--- config.mk ---
export PLATFORM = sky130hd
export DESIGN_NAME = spq_cell
export DESIGN_NICKNAME = d
export VERILOG_FILES = /design/src/rtl/spq_pkg.sv /design/src/rtl/spq_cell.sv
export SDC_FILE = /design/constraint.sdc
export NUM_CORES = 1
export LEC_CHECK = 0
export BUFFER_PORTS_ARGS = -buffer_cell sky130_fd_sc_hd__buf_4
export CORE_ASPECT_RATIO = 1.2
export CORE_MARGIN = 2
export CORE_UTILIZATION = 25
export DETAILED_ROUTE_END_ITERATION = 10
export HOLD_SLACK_MARGIN = 0.08
export PLACE_DENSITY_LB_ADDON = 0.05
export RECOVER_POWER = 50
export SETUP_SLACK_MARGIN = 0.4
export SLEW_MARGIN = 25
export SYNTH_ARGS = -nofsm -noshare
export SYNTH_HDL_FRONTEND = slang
export SYNTH_SLANG_ARGS = --single-unit
export TNS_END_PERCENT = 1
--- constraint.sdc ---
create_clock -name clk -period 5.05 [get_ports clk]
set_input_delay 0.505 -clock clk [delete_from_list [all_inputs] [get_ports clk]]
set_output_delay 0.505 -clock clk [all_outputs]
set_load 0.02 [all_outputs]
--- src/rtl/spq_pkg.sv ---
// ----------------------------------------------------------------------------
// spq_pkg: shared types and constants for the sorted priority queue
// Widths, status codes and the command struct sent to the cell chain.
// ----------------------------------------------------------------------------
package spq_pkg;

  localparam int CAPACITY = 64;
  localparam int CNT_W    = $clog2(CAPACITY + 1);
  localparam int KEY_W    = 32;
  localparam int TAG_W    = 32;
  localparam int STAT_W   = 2;

  localparam logic [STAT_W-1:0] ST_OK    = 2'd0;
  localparam logic [STAT_W-1:0] ST_EMPTY = 2'd1;
  localparam logic [STAT_W-1:0] ST_FULL  = 2'd2;

  localparam logic OP_INSERT = 1'b0;
  localparam logic OP_REMOVE = 1'b1;

  typedef logic signed [KEY_W-1:0] key_t;
  typedef logic        [TAG_W-1:0] tag_t;

  typedef struct packed {
    logic ins;
    logic rem;
  } spq_cmd_t;

endpackage

--- src/rtl/spq_cell.sv ---
// ----------------------------------------------------------------------------
// spq_cell: one slot of the sorted chain
// Holds a key and tag. On insert it keeps, takes the new entry, or takes its
// left neighbor; on remove it takes its right neighbor.
// ----------------------------------------------------------------------------
module spq_cell
  import spq_pkg::*;
(
  input  logic     clk,
  input  spq_cmd_t cmd,
  input  key_t     new_key,
  input  tag_t     new_tag,
  input  logic     occupied,
  input  logic     left_ge,
  input  key_t     left_key,
  input  tag_t     left_tag,
  input  key_t     right_key,
  input  tag_t     right_tag,
  output logic     ge,
  output key_t     key,
  output tag_t     tag
);

  // new entry belongs here or further left
  assign ge = !occupied || (new_key <= key);

  always_ff @(posedge clk) begin
    if (cmd.ins && ge) begin
      if (left_ge) begin
        key <= left_key;
        tag <= left_tag;
      end else begin
        key <= new_key;
        tag <= new_tag;
      end
    end else if (cmd.rem) begin
      key <= right_key;
      tag <= right_tag;
    end
  end

endmodule

==> key figures <==
Timing
  • Summed negative setup slack over all endpoints: 0 ns
  • Total count of max-transition violations in the final report: 0
  • Number of setup violations in the final report: 0
  • Hold WS: 0.4562 ns
  • Final worst-path setup slack: 1.423 ns
  • F_max: 275.7 MHz
  • Max-Slew Margin vs Limit: 36.55%
  • Measured slew at the worst slew-check pin: 0.9517 ns
  • Post-route clock period utilization: 71.82%
  • Largest clock skew in the final design: 0.01117 ns
  • Minimum period implied by the final worst setup slack: 3.627 ns
  • Final Hold Vio Count: 0
  • Setup repair after global routing missed its margin: no

Clock tree
  • CTS tree: done
  • CTS HTree Levels: 3
  • Buffer count from post-CTS setup fixing: 0
  • Clock Latency Late Sink: 0.33 ns
  • Total number of clock tree sinks: 64
  • Number of clock buffers inserted by TritonCTS: 9
  • Clock buffer depth: 2
  • Clk pin slew, worst setup/hold paths: 0.06 ns
  • Post-CTS resize count: 0
  • Hold buffers post-CTS: 0
  • Root buf cell: clkbuf_16

Floorplan
  • Top-level port count: 262
  • Y dimension of the die: 151.7 um
  • Die width: 127.1 um
  • Std cell rows: 54
  • Starting utilization of the core area: 25.30%
  • Placeable core region: 17970 um2
  • Die area: 19290 um2

Pwr
  • Reg power frac: 35.7%
  • Worst supply voltage drop on vdd: 0.1571 mV
  • Power per Cell Area: 332.3 nW/um2
  • Leakage power of the design: 2.937 nW
  • Switching share of power: 32.60%
  • Int Power: 0.001474 W
  • Comb pwr share: 37.1%
  • Switching component of the power: 0.0007128 W
  • Clock share of power: 27.1%

Critical path
  • Startpoint of the worst register-to-register path: key[31]$_DFFE_PP_
  • Launch point of the critical path: key[31]$_DFFE_PP_
  • Crit Path Class: register to register
  • Data arrival time of the critical path: 3.70 ns
  • Worst setup SP type: register
  • Endpoint kind of the worst setup timing path: register
  • Biggest fanout along the worst timing path: 22
  • R2r setup slk: 1.42 ns
  • Required time of the critical path: 5.12 ns
  • Capturing point of the worst reg2reg path: key[20]$_DFFE_PP_
  • Reg2reg path depth: 10

Synthesis
  • Post-synthesis sequential area ratio: 42.27%
  • Syn_nets: 558
  • Top FF cell, synth: edfxtp_1
  • Cell variety after synth: 29
  • Top cell type's share of synthesized area: 42.27%
  • Most instantiated library cell after synthesis: mux2_2
  • Cell type with the highest aggregate area in the netlist: edfxtp_1
  • Warnings from Yosys: 0
  • Flip-flop and latch count after synthesis: 64
  • Async set-or-reset flop fraction in the synthesized netlist: 0%
  • Top cells by instance count after synthesis: mux2_2, edfxtp_1, mux2_4
  • Leading cell types by total area after synthesis: edfxtp_1, mux2_2, mux2_4
  • Average size of a mapped cell: 13.82 um2
  • Number of flops mapped to enable cells by yosys: 64
  • Synth Instances: 329
  • Synthesized cell area: 4547 um2

Hold path
  • Hold-critical path endpoint: key[19]$_DFFE_PP_
  • Hold WC Path Type: primary input to register
  • Cell count of the worst hold path: 2
  • Beginning of the worst hold path: right_key[19]

Final layout
  • Post-layout util: 36.62%
  • Layout-stage area growth over the synthesis result: 44.74%
  • Number of antenna diodes: 0
  • Share of cells above drive strength 1: 52.87%
  • Nets@finish: 818
  • Final non-filler cell total: 816

Placed design
  • Worst setup slack before clock tree synthesis: 1.113 ns
  • Detailed placement HPWL: 10.46 mm
  • Placed insts: 802
  • RePlAce Congestion: 0.7319
  • IO Port Bufs: 261

Global routing
  • Total gr overflow: 0
  • Aggregate global-route resource usage: 13.03%
  • Global-route wire length before repair: 18.93 mm
  • Via count of the first global-routing pass: 3603
  • Maximum number of pins on one net before global-route repair: 66
  • Number of antenna violations at the first check in global routing: 0

Route
  • Number of remaining DRC errors: 0
  • Average vias per placed instance: 4.309
  • DR vias: 3516
  • Average wire length per cell after detail routing: 16.37 um
  • Count of antenna-violating nets left after detailed routing: 0
  • Violation count after the first detailed-route iteration: 107
  • Final wirelength: 13.36 mm
  • TritonRoute pass-1 iters: 4

Run
  • Max-Cap Viols: 0

Outcome
  • Result of the run: finished clean
-- placed cells by master (no fill, tap or decap), drive strengths merged, types with 2 or more instances in the layout --
| cell type | instances |
|---|---|
| nand4 | 4 |
| edfxtp | 64 |
| nand2 | 14 |
| a221oi | 2 |
| inv | 34 |
| buf | 197 |
| clkbuf | 75 |
| nor2 | 3 |
| o21ai | 4 |
| mux2 | 127 |
| a21oi | 14 |
| nand3 | 3 |
| ha | 32 |
| clkinv | 3 |
-- cells by family (layout without fill, tap and decap cells) --
kind of cell / after synthesis / after routing / synth area share [%]
compound gates: 27 / 27 / 3.798
xor+xnor: 1 / 1 / 0.1927
fa+ha+maj: 32 / 32 / 8.806
buf+inv: 48 / 311 / 6.192
flops: 64 / 64 / 42.27
mux: 127 / 127 / 35.50
simple gates: 30 / 30 / 3.247
-- how the worst max path moves through the flow --
stage                         to  slack, ns
4_1_cts        key[11]$_DFFE_PP_       1.35
3_5_place_dp   key[11]$_DFFE_PP_       1.11
2_1_floorplan   key[0]$_DFFE_PP_       1.53
5_1_grt        key[20]$_DFFE_PP_       1.03
3_3_place_gp    key[6]$_DFFE_PP_       1.32
6_report       key[20]$_DFFE_PP_       1.42
-- area by class of cell --
| cell class | count | area [um2] |
|---|---|---|
| Clock buffer | 9 | 225.2 |
| Multi-Input combinational cell | 217 | 2248 |
| Tap cell | 224 | 280.3 |
| Timing Repair Buffer | 263 | 1728 |
| Sequential cell | 64 | 1922 |
| Fill cell | 1870 | 11390 |
| Clock inverter | 5 | 50.05 |
| Inverter | 34 | 127.6 |
-- routing by layer --
| metal | wire length (um) | share of wire (%) | global-route usage, % | vias up |
|---|---|---|---|---|
| met5 | 0 | 0 | 0 | - |
| met1 | 5176 | 39 | 14.69 | 1627 |
| met2 | 7063 | 53 | 23.49 | 134 |
| met3 | 961 | 7.2 | 4.249 | 9 |
| li1 | - | - | - | 1746 |
| met4 | 154 | 1.2 | 3.901 | 0 |
-- power groups by stage --
stage                     combinational (W)  clock (W)  sequential (W)
final                              0.000812   0.000594        0.000781
after global routing               0.000888   0.000646        0.000794
after CTS                          0.000968   0.000618        0.000785
after detailed placement           0.000965          0        0.000794
after global placement             0.000962          0        0.000794
after floorplan                    0.000469          0        0.000933
-- through the flow --
stage | power, W | cell area (um2)
finish | 0.002187 | 6581
global placement | 0.001756 | 6650
floorplan | 0.001402 | 4547
CTS | 0.002372 | 6925
detailed placement | 0.001760 | 6650
global route | 0.002328 | 6581
-- critical path, stage by stage, from the launching register on --
cell and delay, ns:
edfxtp_1 0.34, inv_1 0.05, ha_1 0.37, nand4_1 0.17, nor4_1 0.43, nand2_1 0.15, o31ai_1 0.36, a22o_1 0.21
a31o_4 0.26, clkbuf_2 0.62, mux2_1 0.40
-- sequential cells by signal (all words and copies together) (netlist names) --
register / count
key: 32
tag: 32
No activity file was read; power rests on OpenSTA's default activity.
